File: src/rtl/sas_pkg.sv
package sas_pkg;

    localparam int DEF_MAX_BLOCKS = 16;
    localparam int DEF_MAX_STEPS  = 32;

    localparam int FRAME_W    = 8;
    localparam int DELAY_W    = 8;
    localparam int STEP_OUT_W = 8;
    localparam int BLK_OUT_W  = 4;
    localparam int FCOUNT_W   = 9;
    localparam int CFG_ADDR_W = 3;
    localparam int CFG_DATA_W = 9;

    localparam logic [FCOUNT_W-1:0] FCOUNT_MAX         = 9'd256;
    localparam logic [DELAY_W-1:0]  FLIPBOOK_DELAY_RST = 8'd5;

    typedef enum logic [2:0] {
        KIND_TICK     = 3'd0,
        KIND_WR_ENTRY = 3'd1,
        KIND_WR_LEN   = 3'd2,
        KIND_RESTART  = 3'd3,
        KIND_PLACE    = 3'd4,
        KIND_HOLD     = 3'd5
    } t_kind;

    typedef enum logic [CFG_ADDR_W-1:0] {
        CFG_HOLD_LAST      = 3'd0,
        CFG_FRAME_COUNT    = 3'd1,
        CFG_ANIMATABLE     = 3'd2,
        CFG_DEFAULT_FRAME  = 3'd3,
        CFG_FLIPBOOK_DELAY = 3'd4
    } t_cfg_reg;

    typedef enum logic [2:0] {
        ST_IDLE,
        ST_EXEC,
        ST_SCAN,
        ST_RD,
        ST_LOAD,
        ST_MOD,
        ST_DONE
    } t_state;

    typedef struct packed {
        logic [2:0]         kind;
        logic [3:0]         block_sel;
        logic [4:0]         step_sel;
        logic [FRAME_W-1:0] frame_value;
        logic [DELAY_W-1:0] delay_value;
        logic [5:0]         block_length;
    } t_in;

    typedef struct packed {
        logic [FRAME_W-1:0]    current_frame;
        logic                  frame_changed;
        logic                  running;
        logic [BLK_OUT_W-1:0]  active_block;
        logic [STEP_OUT_W-1:0] active_step;
    } t_out;

    typedef struct packed {
        logic [FRAME_W-1:0] frame;
        logic [DELAY_W-1:0] delay;
    } t_entry;

    typedef struct packed {
        logic start;
        logic dn;
    } t_scan_cmd;

    typedef struct packed {
        logic done;
        logic found;
    } t_scan_sts;

endpackage

File: src/rtl/sas_mod.sv
module sas_mod (
    input  logic                           i_clk,
    input  logic                           i_rst_n,
    input  logic                           i_start,
    input  logic [sas_pkg::FRAME_W-1:0]    i_x,
    input  logic [sas_pkg::FCOUNT_W-1:0]   i_n,
    output logic                           o_done,
    output logic [sas_pkg::FRAME_W-1:0]    o_rem
);

    localparam int XW  = sas_pkg::FRAME_W;
    localparam int NW  = sas_pkg::FCOUNT_W;
    localparam int CNW = $clog2(XW);

    logic           r_busy, n_busy;
    logic           r_done, n_done;
    logic [CNW-1:0] r_cnt, n_cnt;
    logic [XW-1:0]  r_x, n_x;
    logic [XW-1:0]  r_rem, n_rem;
    logic [NW-1:0]  r_n, n_n;
    logic [XW:0]    trial;

    assign trial = {r_rem, r_x[XW-1]};

    always_comb begin
        n_busy = r_busy;
        n_done = 1'b0;
        n_cnt  = r_cnt;
        n_x    = r_x;
        n_rem  = r_rem;
        n_n    = r_n;
        if (i_start) begin
            n_busy = 1'b1;
            n_cnt  = '0;
            n_x    = i_x;
            n_rem  = '0;
            n_n    = i_n;
        end else if (r_busy) begin
            n_x   = r_x << 1;
            n_rem = (trial >= r_n) ? XW'(trial - r_n) : XW'(trial);
            n_cnt = r_cnt + 1'b1;
            if (r_cnt == CNW'(XW - 1)) begin
                n_busy = 1'b0;
                n_done = 1'b1;
            end
        end
    end

    always_ff @(posedge i_clk) begin
        if (!i_rst_n) begin
            r_busy <= 1'b0;
            r_done <= 1'b0;
        end else begin
            r_busy <= n_busy;
            r_done <= n_done;
        end
    end

    always_ff @(posedge i_clk) begin
        r_cnt <= n_cnt;
        r_x   <= n_x;
        r_rem <= n_rem;
        r_n   <= n_n;
    end

    assign o_done = r_done;
    assign o_rem  = (r_n == '0) ? '0 : r_rem;

endmodule

File: config.mk
export PLATFORM = sky130hd
export DESIGN_NAME = sas_mod
export DESIGN_NICKNAME = d
export VERILOG_FILES = /design/src/rtl/sas_pkg.sv /design/src/rtl/sas_mod.sv
export SDC_FILE = /design/constraint.sdc
export NUM_CORES = 1
export LEC_CHECK = 0
export BUFFER_PORTS_ARGS = -buffer_cell sky130_fd_sc_hd__clkbuf_2
export CAP_MARGIN = 20
export CORE_MARGIN = 3
export CORE_UTILIZATION = 25
export CTS_CLUSTER_DIAMETER = 80
export DETAILED_ROUTE_END_ITERATION = 7
export HOLD_SLACK_MARGIN = 0.1
export MAX_ROUTING_LAYER = met4
export REMOVE_ABC_BUFFERS = 1
export SLEW_MARGIN = 20
export SYNTH_ARGS = -nofsm -noshare
export SYNTH_HDL_FRONTEND = slang
export SYNTH_SLANG_ARGS = --single-unit
File: constraint.sdc
create_clock -name i_clk -period 2.3 [get_ports i_clk]
set_clock_uncertainty 0.15 [all_clocks]
set_input_delay 0.46 -clock i_clk [delete_from_list [all_inputs] [get_ports i_clk]]
set_output_delay 0.46 -clock i_clk [all_outputs]
set_load 0.005 [all_outputs]
# Word level (Yosys, flattened, before mapping)
# Cells that the tools add are included.
# Widths: inputs -> output; s select.
dict set report word_totals {
  reg_bits 30
  input_bits 20
  output_inout_bits 9
  wordCells 23
}
dict set report classes {
  add_sub_neg 2
  n_lt_le_gt_ge 1
  eq_ne 1
  muxes 8
  bitwise_logic 2
  reduce_logical 3
}
# operator n
set ops {}
lappend ops {{$mux 8} 4}
lappend ops {{$ge 9x9->1} 1}
lappend ops {{$logic_not 9->1} 1}
lappend ops {{$sub 8x8->8} 1}
lappend ops {{$mux 1} 4}
lappend ops {{$add 3x1->3 const B} 1}
lappend ops {{$eq 3x3->1 const B} 1}
lappend ops {{$reduce_or 3->1} 1}
lappend ops {{$not 1->1} 2}
lappend ops {{$reduce_bool 2->1} 1}

# Longest topological paths before layout
dict set report logic_depth {
  word_depth 4
  ltp_mapped 9
  mapped_depth_nobuf 9
}

# Least setup slack after synthesis
# Ideal clock, no wire load.
dict set report synth_path {
  kind {register -> register}
  startpoint {reg r_n[2]}
  endpoint {reg r_rem[0]}
  setup_ns 0.079
  t_arrival_ns 1.807
  required_ns 2.071
  path_slack_ns 0.264
  stages_incl_launch_ff 9
  n_path_buf 0
  synth_period_minus_slack_ns 2.036
  path_cell_list {edfxtp_1 inv_1 ha_1 nand2_1 o21ai_2 a31oi_2 o21ai_4 mux2_4 a211oi_2}
}
dict set report synth_between {
  elab_chain_cells 2
}
# item line_no
set synth_rtl {}
lappend synth_rtl {{start: declaration} sas_mod.sv:20} ;# logic [NW-1:0] r_n, n_n;
lappend synth_rtl {{start signal: assignment} sas_mod.sv:63} ;# r_n <= n_n;
lappend synth_rtl {{$ge 9x9->1} sas_mod.sv:40} ;# n_rem = (trial >= r_n) ? XW'(trial - r_n) : XW'(trial);
lappend synth_rtl {{$mux 8} sas_mod.sv:40}
lappend synth_rtl {{end signal: assignment} sas_mod.sv:62} ;# r_rem <= n_rem;
lappend synth_rtl {{end: declaration} sas_mod.sv:19} ;# logic [XW-1:0] r_rem, n_rem;
# Every way passes these cells.
# A chain may end at the register's enable or synchronous reset.

# Worst setup path after layout
dict set report layout_path {
  startpoint {reg r_n[4]}
  endpoint {out o_rem[2] (netlist name)}
}
dict set report layout_between {
  elab_chain_cells 2
}
# item line_no
set layout_rtl {}
lappend layout_rtl {{$logic_not 9->1} sas_mod.sv:67} ;# assign o_rem = (r_n == '0) ? '0 : r_rem;
lappend layout_rtl {{$mux 8} sas_mod.sv:67}
lappend layout_rtl {{end: declaration} sas_mod.sv:8} ;# output logic [sas_pkg::FRAME_W-1:0] o_rem
# Every way passes these cells.

==> flow_metrics.env <==
export IMPL_wire_per_inst_um=13.0
export IMPL_wl_mm=3.52
export IMPL_root_buffer="clkbuf_8"
export IMPL_end_kind="output pin"
export IMPL_ys_seq_elements=30
export IMPL_gp_congestion=0.806
export IMPL_rows=28
export IMPL_postRouteAntennaNets=0
export IMPL_port_buffers=28
export IMPL_synthesis_area_um2=1640
export IMPL_path_class="register to output pin"
export IMPL_p_leak_nw=0.889
export IMPL_cts_tree="built"
export IMPL_dr_first_iter_drc_count=45
export IMPL_cp_max_fo=7
export IMPL_slew_headroom_pct=71.9
export IMPL_die_area_um2=7560
export IMPL_grt_overflow_total=0
export IMPL_whs_ps=188
export IMPL_hold_buffers=0
export IMPL_async_reset_ff_share_pct=0
export IMPL_ctsHtreeMaxLevel=2
export IMPL_synth_flop_cell="edfxtp_1"
export IMPL_route_detailed_drc=0
export IMPL_finalHoldViolations=0
export IMPL_antenna_found_initial=0
export IMPL_cts_buffers=5
export IMPL_status="complete, no violations"
export IMPL_cp_arrival_ps=1620
export IMPL_grt_start_max_net_pins=13
export IMPL_layoutNonFillerInstCount=271
export IMPL_syn_area_per_cell_um2=10.8
export IMPL_cp_start_kind="register"
export IMPL_clk_pin_slew_ps=70
export IMPL_synth_cells=152
export IMPL_whs_path_depth=1
export IMPL_clock_fmax_mhz=448
export IMPL_yosysWarnings=0
export IMPL_final_nets=227
export IMPL_rr_worst_depth=7
export IMPL_dr_pass1_iters=4
export IMPL_final_cell_mix="clkbuf_2, nor2_1, edfxtp_1"
export IMPL_start_util_pct=26.7
export IMPL_via_per_inst=4.46
export IMPL_hold_class="input pin to register"
export IMPL_slew_violations=0
export IMPL_grt_pass1_vias=1236
export IMPL_synth_distinct_cells=38
export IMPL_area_growth_syn_to_layout_pct=28.7
export IMPL_antenna_cells=0
export IMPL_drive_gt1_share_pct=34.2
export IMPL_crit_required_ps=1690
export IMPL_cts_buffer_depth=2
export IMPL_min_period_ps=2230
export IMPL_clkSinkCount=30
export IMPL_ys_seq_area_share_pct=47.0
export IMPL_synth_edff_count=17
export IMPL_groute_usage_overall_pct=10.5
export IMPL_clk_latency_ps=290
export IMPL_die_w_um=87.0
export IMPL_die_h_um=87.0
export IMPL_via_count=1209
export IMPL_core_area_um2=6130
export IMPL_rsz0062_at_grt="true"
export IMPL_min_period_over_period_pct=97.0
export IMPL_dp_hpwl_mm=2.66
export IMPL_peakVddDrop_mv=0.372
export IMPL_dp_cells=257
export IMPL_tightest_slew_ps=419
export IMPL_maxCapViolations=0
export IMPL_io_pins=29
export IMPL_setup_viol=0
export IMPL_grt_first_pass_wirelength_mm=5.93
export IMPL_final_common_cell="clkbuf_2"
export IMPL_powerDensity_nw_per_um2=715
[critical path: stages (launching register included)]
cell	delay (ps)
edfxtp_1	410
buf_4	160
nor4_4	290
nand3_4	160
and2_1	200
clkbuf_2	110
[metal layers]
metal	global-route usage, %	routed length, um	part of all wire (%)
met1	13.3	1700	48
met2	15.9	1560	44
met3	3.12	216	6.1
met4	3.40	53	1.5
met5	-	0	0
[state kept, by name, indices dropped and copies added, names as in the netlist]
signal,cells
r_cnt,3
o_done,1
r_rem,8
r_busy,1
r_n,9
r_x,8
[cell usage after synthesis (all sizes together), types with 2 or more instances]
| cell | count | area [um^2] |
|---|---|---|
| ha | 11 | 138 |
| nand2b | 2 | 12.5 |
| nor2 | 19 | 71.3 |
| a211oi | 6 | 50.1 |
| o21ai | 6 | 45.0 |
| edfxtp | 17 | 510 |
| and2 | 9 | 56.3 |
| nand2 | 5 | 18.8 |
| xnor2 | 4 | 35.0 |
| inv | 13 | 48.8 |
| o21a | 5 | 37.5 |
| a21oi | 5 | 28.8 |
| dfxtp | 13 | 260 |
| nor3 | 2 | 10.0 |
| mux2i | 7 | 70.1 |
| mux2 | 8 | 93.8 |
| a31oi | 3 | 31.3 |
| nor2b | 3 | 18.8 |
| clkbuf | 3 | 11.3 |
[metrics by stage]
| stage | power [mW] | setup slack, ps | util [%] | TNS [ps] | area (um^2) |
|---|---|---|---|---|---|
| global placement | 0.942 | 94.4 | 31.0 | 0 | 1900 |
| finish | 1.51 | 68.4 | 34.4 | 0 | 2110 |
| global route | 1.59 | -24.1 | 34.4 | -141 | 2110 |
| detailed placement | 0.947 | 76.0 | 31.0 | 0 | 1900 |
| floorplan | 0.853 | 264 | - | 0 | 1620 |
| CTS | 1.50 | 28.0 | 33.2 | 0 | 2040 |
[cell families (layout without fill, tap and decap cells)]
kind of cell	Yosys count	count (layout)	synth area share, %
compound gates	30	30	14.3
xor+xnor	5	5	2.67
fa+ha+maj	12	12	9.62
buf+inv	17	61	3.89
flops	30	30	47.0
mux	15	15	10.0
simple gates	43	43	12.5
[final cells by class]
class | instances | area [um^2]
Multi-Input combinational cell | 105 | 852
Tap cell | 75 | 93.8
Clock buffer | 5 | 68.8
Fill cell | 615 | 4020
Timing Repair Buffer | 40 | 230
Sequential cell | 30 | 771
Clock inverter | 3 | 45.0
Inverter | 13 | 48.8
[worst paths after layout]
check                                      startpoint                    end  slack (ps)
worst max-delay path                 r_n[4]$_DFFE_PP_               o_rem[2]          70
worst min-delay path                           i_n[0]       r_n[0]$_DFFE_PP_         190
worst max register to register       r_n[0]$_DFFE_PP_  r_rem[0]$_SDFFE_PP0P_         130
worst min register to register  r_rem[7]$_SDFFE_PP0P_  r_rem[7]$_SDFFE_PP0P_         350
[what timing repair did]
item | in CTS | in global routing
endpoints found under the setup margin | 7 | 9
buffers inserted | 0 | 6
pin swaps | 1 | 1
gates resized for setup | 3 | 5
[where the power goes]
group	internal [mW]	total [mW]	leakage [nW]	switching, mW
Sequential	0.616	0.646	0.276	0.0298
Combinational	0.159	0.318	0.562	0.158
Clock	0.322	0.546	0.0504	0.224
No activity file was read; power rests on OpenSTA's default activity.
