$ cat config.mk
export PLATFORM = sky130hd
export DESIGN_NAME = sas_blk
export DESIGN_NICKNAME = d
export VERILOG_FILES = /design/src/rtl/sas_pkg.sv /design/src/rtl/sas_blk.sv
export SDC_FILE = /design/constraint.sdc
export NUM_CORES = 1
export LEC_CHECK = 0
export BUFFER_PORTS_ARGS = -buffer_cell sky130_fd_sc_hd__buf_4
export CAP_MARGIN = 30
export CORE_UTILIZATION = 51
export CTS_CLUSTER_DIAMETER = 80
export DETAILED_ROUTE_END_ITERATION = 8
export HOLD_SLACK_MARGIN = 0.06
export PLACE_DENSITY = 0.79
export SLEW_MARGIN = 20
export SYNTH_ARGS = -nofsm -noshare
export SYNTH_HDL_FRONTEND = slang
export SYNTH_SLANG_ARGS = --single-unit
export TNS_END_PERCENT = 5
$ cat constraint.sdc
create_clock -name i_clk -period 4.68 [get_ports i_clk]
set_clock_uncertainty 0.05 [all_clocks]
set_input_delay 0.936 -clock i_clk [delete_from_list [all_inputs] [get_ports i_clk]]
set_output_delay 0.936 -clock i_clk [all_outputs]
set_load 0.01 [all_outputs]
$ cat src/rtl/sas_pkg.sv
package sas_pkg;

    localparam int DEF_MAX_BLOCKS = 16;
    localparam int DEF_MAX_STEPS  = 32;

    localparam int FRAME_W    = 8;
    localparam int DELAY_W    = 8;
    localparam int STEP_OUT_W = 8;
    localparam int BLK_OUT_W  = 4;
    localparam int FCOUNT_W   = 9;
    localparam int CFG_ADDR_W = 3;
    localparam int CFG_DATA_W = 9;

    localparam logic [FCOUNT_W-1:0] FCOUNT_MAX         = 9'd256;
    localparam logic [DELAY_W-1:0]  FLIPBOOK_DELAY_RST = 8'd5;

    typedef enum logic [2:0] {
        KIND_TICK     = 3'd0,
        KIND_WR_ENTRY = 3'd1,
        KIND_WR_LEN   = 3'd2,
        KIND_RESTART  = 3'd3,
        KIND_PLACE    = 3'd4,
        KIND_HOLD     = 3'd5
    } t_kind;

    typedef enum logic [CFG_ADDR_W-1:0] {
        CFG_HOLD_LAST      = 3'd0,
        CFG_FRAME_COUNT    = 3'd1,
        CFG_ANIMATABLE     = 3'd2,
        CFG_DEFAULT_FRAME  = 3'd3,
        CFG_FLIPBOOK_DELAY = 3'd4
    } t_cfg_reg;

    typedef enum logic [2:0] {
        ST_IDLE,
        ST_EXEC,
        ST_SCAN,
        ST_RD,
        ST_LOAD,
        ST_MOD,
        ST_DONE
    } t_state;

    typedef struct packed {
        logic [2:0]         kind;
        logic [3:0]         block_sel;
        logic [4:0]         step_sel;
        logic [FRAME_W-1:0] frame_value;
        logic [DELAY_W-1:0] delay_value;
        logic [5:0]         block_length;
    } t_in;

    typedef struct packed {
        logic [FRAME_W-1:0]    current_frame;
        logic                  frame_changed;
        logic                  running;
        logic [BLK_OUT_W-1:0]  active_block;
        logic [STEP_OUT_W-1:0] active_step;
    } t_out;

    typedef struct packed {
        logic [FRAME_W-1:0] frame;
        logic [DELAY_W-1:0] delay;
    } t_entry;

    typedef struct packed {
        logic start;
        logic dn;
    } t_scan_cmd;

    typedef struct packed {
        logic done;
        logic found;
    } t_scan_sts;

endpackage

$ cat src/rtl/sas_blk.sv
module sas_blk #(
    parameter int MAX_BLOCKS = sas_pkg::DEF_MAX_BLOCKS,
    parameter int MAX_STEPS  = sas_pkg::DEF_MAX_STEPS,
    localparam int BW = (MAX_BLOCKS > 1) ? $clog2(MAX_BLOCKS) : 1,
    localparam int LW = $clog2(MAX_STEPS + 1)
) (
    input  logic                  i_clk,
    input  logic                  i_rst_n,
    input  logic                  i_we,
    input  logic [BW-1:0]         i_wblk,
    input  logic [LW-1:0]         i_wlen,
    input  logic [BW-1:0]         i_rblk,
    output logic [LW-1:0]         o_rlen,
    input  sas_pkg::t_scan_cmd    i_cmd,
    input  logic [BW-1:0]         i_from,
    output sas_pkg::t_scan_sts    o_sts,
    output logic [BW-1:0]         o_idx,
    output logic [LW-1:0]         o_len
);

    localparam int CW = $clog2(MAX_BLOCKS + 1);
    localparam logic [BW-1:0] LAST_BLK = BW'(MAX_BLOCKS - 1);

    logic [LW-1:0] r_len [MAX_BLOCKS];

    logic          r_busy, n_busy;
    logic          r_done, n_done;
    logic          r_found, n_found;
    logic          r_dn, n_dn;
    logic [BW-1:0] r_idx, n_idx;
    logic [CW-1:0] r_cnt, n_cnt;
    logic [BW-1:0] r_res_idx, n_res_idx;
    logic [LW-1:0] r_res_len, n_res_len;

    logic [BW-1:0] rd_addr;
    logic [LW-1:0] rd_len;
    logic [BW-1:0] idx_step;

    assign rd_addr = r_busy ? r_idx : i_rblk;
    assign rd_len  = r_len[rd_addr];
    assign o_rlen  = rd_len;

    always_comb begin
        if (r_dn) begin
            idx_step = (r_idx == '0) ? LAST_BLK : r_idx - 1'b1;
        end else begin
            idx_step = (r_idx == LAST_BLK) ? '0 : r_idx + 1'b1;
        end
    end

    always_ff @(posedge i_clk) begin
        if (!i_rst_n) begin
            for (int b = 0; b < MAX_BLOCKS; b++) begin
                r_len[b] <= '0;
            end
        end else if (i_we) begin
            r_len[i_wblk] <= i_wlen;
        end
    end

    always_comb begin
        n_busy    = r_busy;
        n_done    = 1'b0;
        n_found   = r_found;
        n_dn      = r_dn;
        n_idx     = r_idx;
        n_cnt     = r_cnt;
        n_res_idx = r_res_idx;
        n_res_len = r_res_len;
        if (i_cmd.start) begin
            n_busy  = 1'b1;
            n_found = 1'b0;
            n_dn    = i_cmd.dn;
            n_idx   = i_from;
            n_cnt   = '0;
        end else if (r_busy) begin
            if (rd_len != '0) begin
                n_busy    = 1'b0;
                n_done    = 1'b1;
                n_found   = 1'b1;
                n_res_idx = r_idx;
                n_res_len = rd_len;
            end else if (r_cnt == CW'(MAX_BLOCKS - 1)) begin
                n_busy  = 1'b0;
                n_done  = 1'b1;
                n_found = 1'b0;
            end else begin
                n_idx = idx_step;
                n_cnt = r_cnt + 1'b1;
            end
        end
    end

    always_ff @(posedge i_clk) begin
        if (!i_rst_n) begin
            r_busy  <= 1'b0;
            r_done  <= 1'b0;
            r_found <= 1'b0;
        end else begin
            r_busy  <= n_busy;
            r_done  <= n_done;
            r_found <= n_found;
        end
    end

    always_ff @(posedge i_clk) begin
        r_dn      <= n_dn;
        r_idx     <= n_idx;
        r_cnt     <= n_cnt;
        r_res_idx <= n_res_idx;
        r_res_len <= n_res_len;
    end

    assign o_sts.done  = r_done;
    assign o_sts.found = r_found;
    assign o_idx       = r_res_idx;
    assign o_len       = r_res_len;

endmodule

; ---- Word level (Yosys, flattened, before mapping)
; Memory sizes are Yosys's and may differ from the RTL's.
; Cells that the tools add are included.
; W data, S select, Z words.
[word_totals]
regBits = 23
ram_bits = 96
inputBits = 23
out_inout_bits = 18
wordCells = 55
mem_count = 1
[memory_table]
columns = name, words, width, rd, rd_ports_with_merged_regs, wr, line
row1 = r_len, 16, 6, 1, 0, 16, sas_blk.sv:24  ; logic [LW-1:0] r_len [MAX_BLOCKS];
[op_classes]
addsub = 3
n_eq_ne = 4
muxes = 23
bitwise_logic = 5
reduce_logical = 11
[op_table]
columns = op, count
row1 = $mux W4, 9
row2 = $mux W1, 13
row3 = $reduce_and A3 Y1, 3
row4 = $mux W6, 1
row5 = $reduce_bool A6 Y1, 1
row6 = $reduce_or A6 Y1, 1
row7 = $add A5 B1 Y5 const B, 1
row8 = $eq A5 B4 Y1 const B, 1
row9 = $not A1 Y1, 5
row10 = $add A4 B1 Y4 const B, 1
row11 = $eq A4 B4 Y1 const B, 1
row12 = $logic_not A4 Y1, 1
row13 = $ne A2 B2 Y1 const B, 2
row14 = $reduce_bool A2 Y1, 2
row15 = $sub A4 B1 Y4 const B, 1
row16 = $reduce_or A3 Y1, 1
row17 = $reduce_and A2 Y1, 1
row18 = $reduce_or A2 Y1, 1

; ---- Depth between registers and ports, before layout
; Gate-level depths: netlist of run 1.
[depth]
ltp_word = 7
mapped_depth = 10
ltp_nobuf = 7

; ---- Worst setup path after synthesis of run 1
; OpenSTA, ideal clock, no wires.
[synth_timing]
path_type = input-to-output
start = input i_rblk[1]
end = output o_rlen[1]
arrival_time_ns = 2.432
required_time_ns = 3.694
setup_slack_ns = 1.262
stages = 6
path_buffers = 2
cell_sequence = mux2i_1 buf_4 buf_4 mux2i_1 o22ai_1 or4_1
[synth_between]
elab_chain_cells = 2
[synth_rtl]
columns = item, line
row1 = start: declaration, sas_blk.sv:12  ; input logic [BW-1:0] i_rblk,
row2 = $mux W4, sas_blk.sv:39  ; assign rd_addr = r_busy ? r_idx : i_rblk;
row3 = $mem_v2 Z16 W6, -
row4 = end: declaration, sas_blk.sv:13  ; output logic [LW-1:0] o_rlen,
; No other way between the ends.

; ---- Worst setup path in the final report of run 1
[layout_timing]
start = register r_busy
end = output o_rlen[2]
[layout_between]
elab_chain_cells = 2
[layout_rtl]
columns = item, line
row1 = start: declaration, sas_blk.sv:26  ; logic r_busy, n_busy;
row2 = start signal: assignment, sas_blk.sv:100  ; r_busy <= n_busy;
row3 = $mux W4, sas_blk.sv:39
row4 = $mem_v2 Z16 W6, -
; No other way between the ends.

==> results.cfg, run 1 <==
[clock_tree]
cts_setup_buffers = 0
clock_latency_ns = 0.52
cts.sinks = 119
cts_max_level = 4
ctsResizeCount = 0
clk_path_buf_depth = 2
cts-root-buf = clkbuf_8
cts_tree = yes
cts.hold.buffers_added = 0
path_clk_slew_ns = 0.05
numCtsBuffers = 17

[timing]
hold_violations = 0
period_needed_ns = 4.222
timing.fmax_mhz = 236.8
maxSlewViolCount = 0
relSlewSlack_pct = 37.22
holdWs_ns = 0.4991
rsz0062_at_grt = false
worstMarginPinSlew_ns = 0.9319
setup_tns_ns = 0
fin_crit_sh_pct = 90.22
setup_viol = 0

[logic_synthesis]
yosys_warnings = 0
synth_top_area_share_pct = 58.43
synth_ff_type = edfxtp_1
synthTopCellsByCount = edfxtp_1, and2_1, mux2i_1
yosysMostFrequentCell = edfxtp_1
synthTopCellsByArea = edfxtp_1, and2_1, mux2i_1
syn_inst = 445
ys_ff_latch = 119
synth_edf_count = 111
ys_seq_area_share_pct = 61.24
synth_nets = 473
ys_types = 45
postSynth.asyncResetShare_pct = 0
syn_area_per_cell_um2 = 12.82
synth_top_cell_by_area = edfxtp_1
synth_area_mm2 = 0.005704

[worst_hold_path]
min_path_type = flip-flop to flip-flop
min-delay-start = r_cnt[3]
min_path_cells = 2

[power]
total_leakage_power_uw = 0.002540
p_total_uw = 2717
vdd_drop_max_mv = 0.2245
p_per_area_mw_per_mm2 = 410.3

[die]
num_rows = 38
chipWidth_um = 107.8
floorplan.initialDensity_pct = 52.39
die_height_um = 107.8
fp.coreArea_mm2 = 0.01089
dieArea_mm2 = 0.01161
pin_count = 41

[drt]
post-route-drc-count = 0
m1WireLength_mm = 5.290
ant_nets = 0
top_layer = met4
wl_per_cell_um = 19.14
routed_via_density = 5.789
firstDrtPassIters = 6
wl_met3_um = 637
first_iter_violations = 307
wirelength_mm = 12.15
wl_met2_mm = 5.890
vias = 3676

[global_routing]
grt_antenna_before_repair = 0
grt_max_degree = 49
grt_pass1_wl_mm = 18.88
grt_pass1_vias = 3561
overflow = 0
track_usage_pct = 22.51

[setup_path]
critPathRequiredTime_ns = 3.69
end_kind = primary output
crit_fanout = 48
startpoint = r_busy
critical_path_class = flip-flop to primary output
r2r_cells = 8
r2r_start = r_busy
crit_path_start_kind = flip-flop
cp.arrival_ns = 3.24

[cells_and_area]
nets = 511
final_area_mm2 = 0.006621
area_growth_pct = 16.08
diodes = 0
final_layout_size_suffix_gt1_share_pct = 15.35

[placement]
dpl_cell_area_mm2 = 0.006085
io_buffers = 40
gp_congestion = 0.8704
dp_hpwl_mm = 8.345

[job]
drv_cap = 0

[run_status]
outcome = finished clean
power by group:
group	internal, uW	switching [uW]	leakage, uW	total (uW)
clock	738	433	0.000258	1170
combinational	116	166	0.00116	282
sequential	1230	33.4	0.00112	1260
total	2080	632	0.00254	2720
flip-flops by register name, indices dropped and copies added (netlist names):
register  cells
r_len        96
o_len         6
r_cnt         5
o_idx         4
r_idx         4
r_busy        1
r_dn          1
r_done        1
r_found       1
layout by cell type, fill, tap and decap left out, types with 3 or more instances in the layout:
cell / synthesis / layout
buf_4: 6 / 40
dfxtp_1: 8 / 8
clkbuf_16: 0 / 16
nor3_1: 5 / 5
or4_1: 5 / 5
nor2_1: 18 / 18
nand2_1: 10 / 10
o21a_1: 3 / 3
nand2b_1: 6 / 6
mux2i_1: 50 / 49
clkinv_2: 0 / 4
edfxtp_1: 111 / 111
ha_1: 5 / 5
and3b_1: 3 / 3
o21ai_1: 8 / 8
nor2b_1: 5 / 5
mux2_1: 3 / 3
o22ai_1: 24 / 24
nor3b_1: 3 / 3
and3_1: 5 / 5
a21oi_1: 5 / 5
a31oi_1: 3 / 3
inv_1: 8 / 8
o21ai_0: 16 / 16
clkinv_1: 0 / 5
and2_1: 96 / 96
kinds of logic (layout without fill, tap and decap cells):
group	Yosys count	count (layout)	share of synthesized area, %
AND/OR/NAND/NOR	168	168	17.99
flip-flops	119	119	61.24
AO/OA/AOI/OAI	66	66	6.932
multiplexers	55	55	9.827
buffers and inverters	31	81	2.764
adder cells (fa/ha/maj)	5	5	1.097
XOR/XNOR	1	1	0.1536
worst max-delay path, cell delays in order, from the launching register on:
cell and delay, ns:
dfxtp_1 0.70, mux2i_4 0.35, buf_12 0.32, mux2i_1 0.37, o22ai_1 0.19, or4_1 0.56
buf_4 0.20
through the flow:
step,std cells,setup slack [ns],util [%]
2_1_floorplan,445,1.262,-
3_5_place_dp,603,0.8110,55.88
3_3_place_gp,603,0.8886,55.88
4_1_cts,634,0.4904,60.77
5_1_grt,635,0.3222,60.81
6_report,635,0.4575,60.81
layer usage:
metal	track usage [%]	vias to the layer above
li1	-	1722
met1	28.59	1792
met2	36.58	133
met3	4.782	29
met4	10.96	0
met5	0	-
cell type report:
class,instances,area (um2)
fill,790,4267
multi-input combinational,295,2066
tap,140,175.2
clock buffer,18,417.9
timing repair buffer,42,325.3
clock inverter,13,113.9
inverter,8,30.03
sequential,119,3493
worst paths after layout:
kind          endpoint  slack (ns)
min           r_cnt[3]        0.50
max reg2reg   o_idx[2]        0.87
max          o_rlen[2]        0.46
min reg2reg   r_cnt[3]        0.50
No activity file was read; power rests on OpenSTA's default activity.
==> run 2: changes to the inputs <==
==> constraint.sdc (replaced) <==
create_clock -name i_clk -period 4.41 [get_ports i_clk]
set_clock_uncertainty 0.05 [all_clocks]
set_input_delay 0.882 -clock i_clk [delete_from_list [all_inputs] [get_ports i_clk]]
set_output_delay 0.882 -clock i_clk [all_outputs]
set_load 0.01 [all_outputs]
==> results.cfg, run 2 (same netlist as run 1, synthesis figures left out) <==
[run_status]
outcome = finished clean

[worst_hold_path]
min_path_type = input port to flip-flop

[die]
dieArea_mm2 = 0.01161
floorplan.initialDensity_pct = 52.39
pin_count = 41
num_rows = 38
chipWidth_um = 107.8
fp.coreArea_mm2 = 0.01089
die_height_um = 107.8

[power]
p_per_area_mw_per_mm2 = 451.5
internal_power_uw = 2334
p_sw_uw = 676.9
combPwrFrac_pct = 10.0
switching_share_pct = 22.48
pwr-share-clk_pct = 45.5
pwr-share-seq_pct = 44.6
vdd_drop_max_mv = 0.2991
total_leakage_power_uw = 0.002560

[clock_tree]
cts-root-buf = clkbuf_8
clock_latency_ns = 0.52
clk_path_buf_depth = 2
numCtsBuffers = 17
cts_tree = yes
cts_setup_buffers = 0
ctsResizeCount = 0
path_clk_slew_ns = 0.05
cts.sinks = 119
cts_max_level = 4
cts.hold.buffers_added = 0

[timing]
worstMarginPinSlew_ns = 0.9104
relSlewSlack_pct = 38.67
hold_violations = 0
setup_viol = 0
fin_crit_sh_pct = 93.17
timing.fmax_mhz = 243.4
maxSlewViolCount = 0
period_needed_ns = 4.109
holdWs_ns = 0.4959
setup_tns_ns = 0
rsz0062_at_grt = false

[cells_and_area]
largest_reg_flops = 96
final_layout_size_suffix_gt1_share_pct = 15.15
layout_commonest_cell = edfxtp_1
diodes = 0
nets = 510
layout_common_cells = edfxtp_1, and2_1, mux2i_1, buf_4, o22ai_1
top_register = r_len
area_growth_pct = 16.89

[setup_path]
end_kind = primary output
critical_path_class = flip-flop to primary output
crit_fanout = 48
critPathRequiredTime_ns = 3.48
crit_path_start_kind = flip-flop
cp.arrival_ns = 3.18

[drt]
firstDrtPassIters = 5
ant_nets = 0
post-route-drc-count = 0
vias = 3692
first_iter_violations = 268
wl_per_cell_um = 19.71
wirelength_mm = 12.52
routed_via_density = 5.814

[placement]
gp_congestion = 0.7960
io_buffers = 40
dp_hpwl_mm = 8.611

[global_routing]
grt_pass1_vias = 3614
grt_pass1_wl_mm = 19.52
grt_antenna_before_repair = 0
grt_max_degree = 49
track_usage_pct = 23.33
overflow = 0

[job]
drv_cap = 0
==> run 2: final timing paths <==
kind,from,to,slack [ns],depth (start not counted)
max,r_busy,o_rlen[3],0.30,6
min,i_cmd[0],r_dn,0.50,1
max reg2reg,r_busy,o_idx[1],0.68,8
min reg2reg,r_cnt[3],r_cnt[3],0.53,2
==> run 2: power by group through the flow <==
stage	logic (uW)	registers (uW)	clock network, uW
2_1_floorplan	200	1340	0
3_3_place_gp	288	1360	0
3_5_place_dp	297	1360	0
4_1_cts	299	1340	1370
5_1_grt	323	1350	1420
6_report	300	1340	1370
==> run 2: stage by stage <==
stage          area, um2  total power, uW  setup WS (ns)  std cells  util (%)
2_1_floorplan       5704             1544          1.065        445         -
4_1_cts             6668             3013         0.2982        635     61.24
3_5_place_dp        6085             1660         0.5771        603     55.88
3_3_place_gp        6085             1648         0.6633        603     55.88
6_report            6668             3011         0.3012        635     61.24
5_1_grt             6668             3089         0.1560        635     61.24
==> run 2: final cells by class <==
| type | instances | area (um2) |
|---|---|---|
| Tap cell | 140 | 175.2 |
| Multi-Input combinational cell | 295 | 2066 |
| Fill cell | 792 | 4220 |
| Inverter | 8 | 30.03 |
| Clock buffer | 20 | 425.4 |
| Sequential cell | 119 | 3493 |
| Timing Repair Buffer | 41 | 320.3 |
| Clock inverter | 12 | 157.7 |
==> run 2: critical path, stage by stage, from the launching register on <==
cell	delay, ns
dfxtp_1	0.70
mux2i_4	0.35
buf_12	0.33
mux2i_1	0.28
o22ai_1	0.13
or4_1	0.66
buf_4	0.20
==> run 2: layer usage <==
layer  global-route usage, %  share of wire [%]
met4                   11.64                2.6
met2                   39.15                 50
met5                       0                  0
met1                   28.04                 41
met3                   5.508                6.6
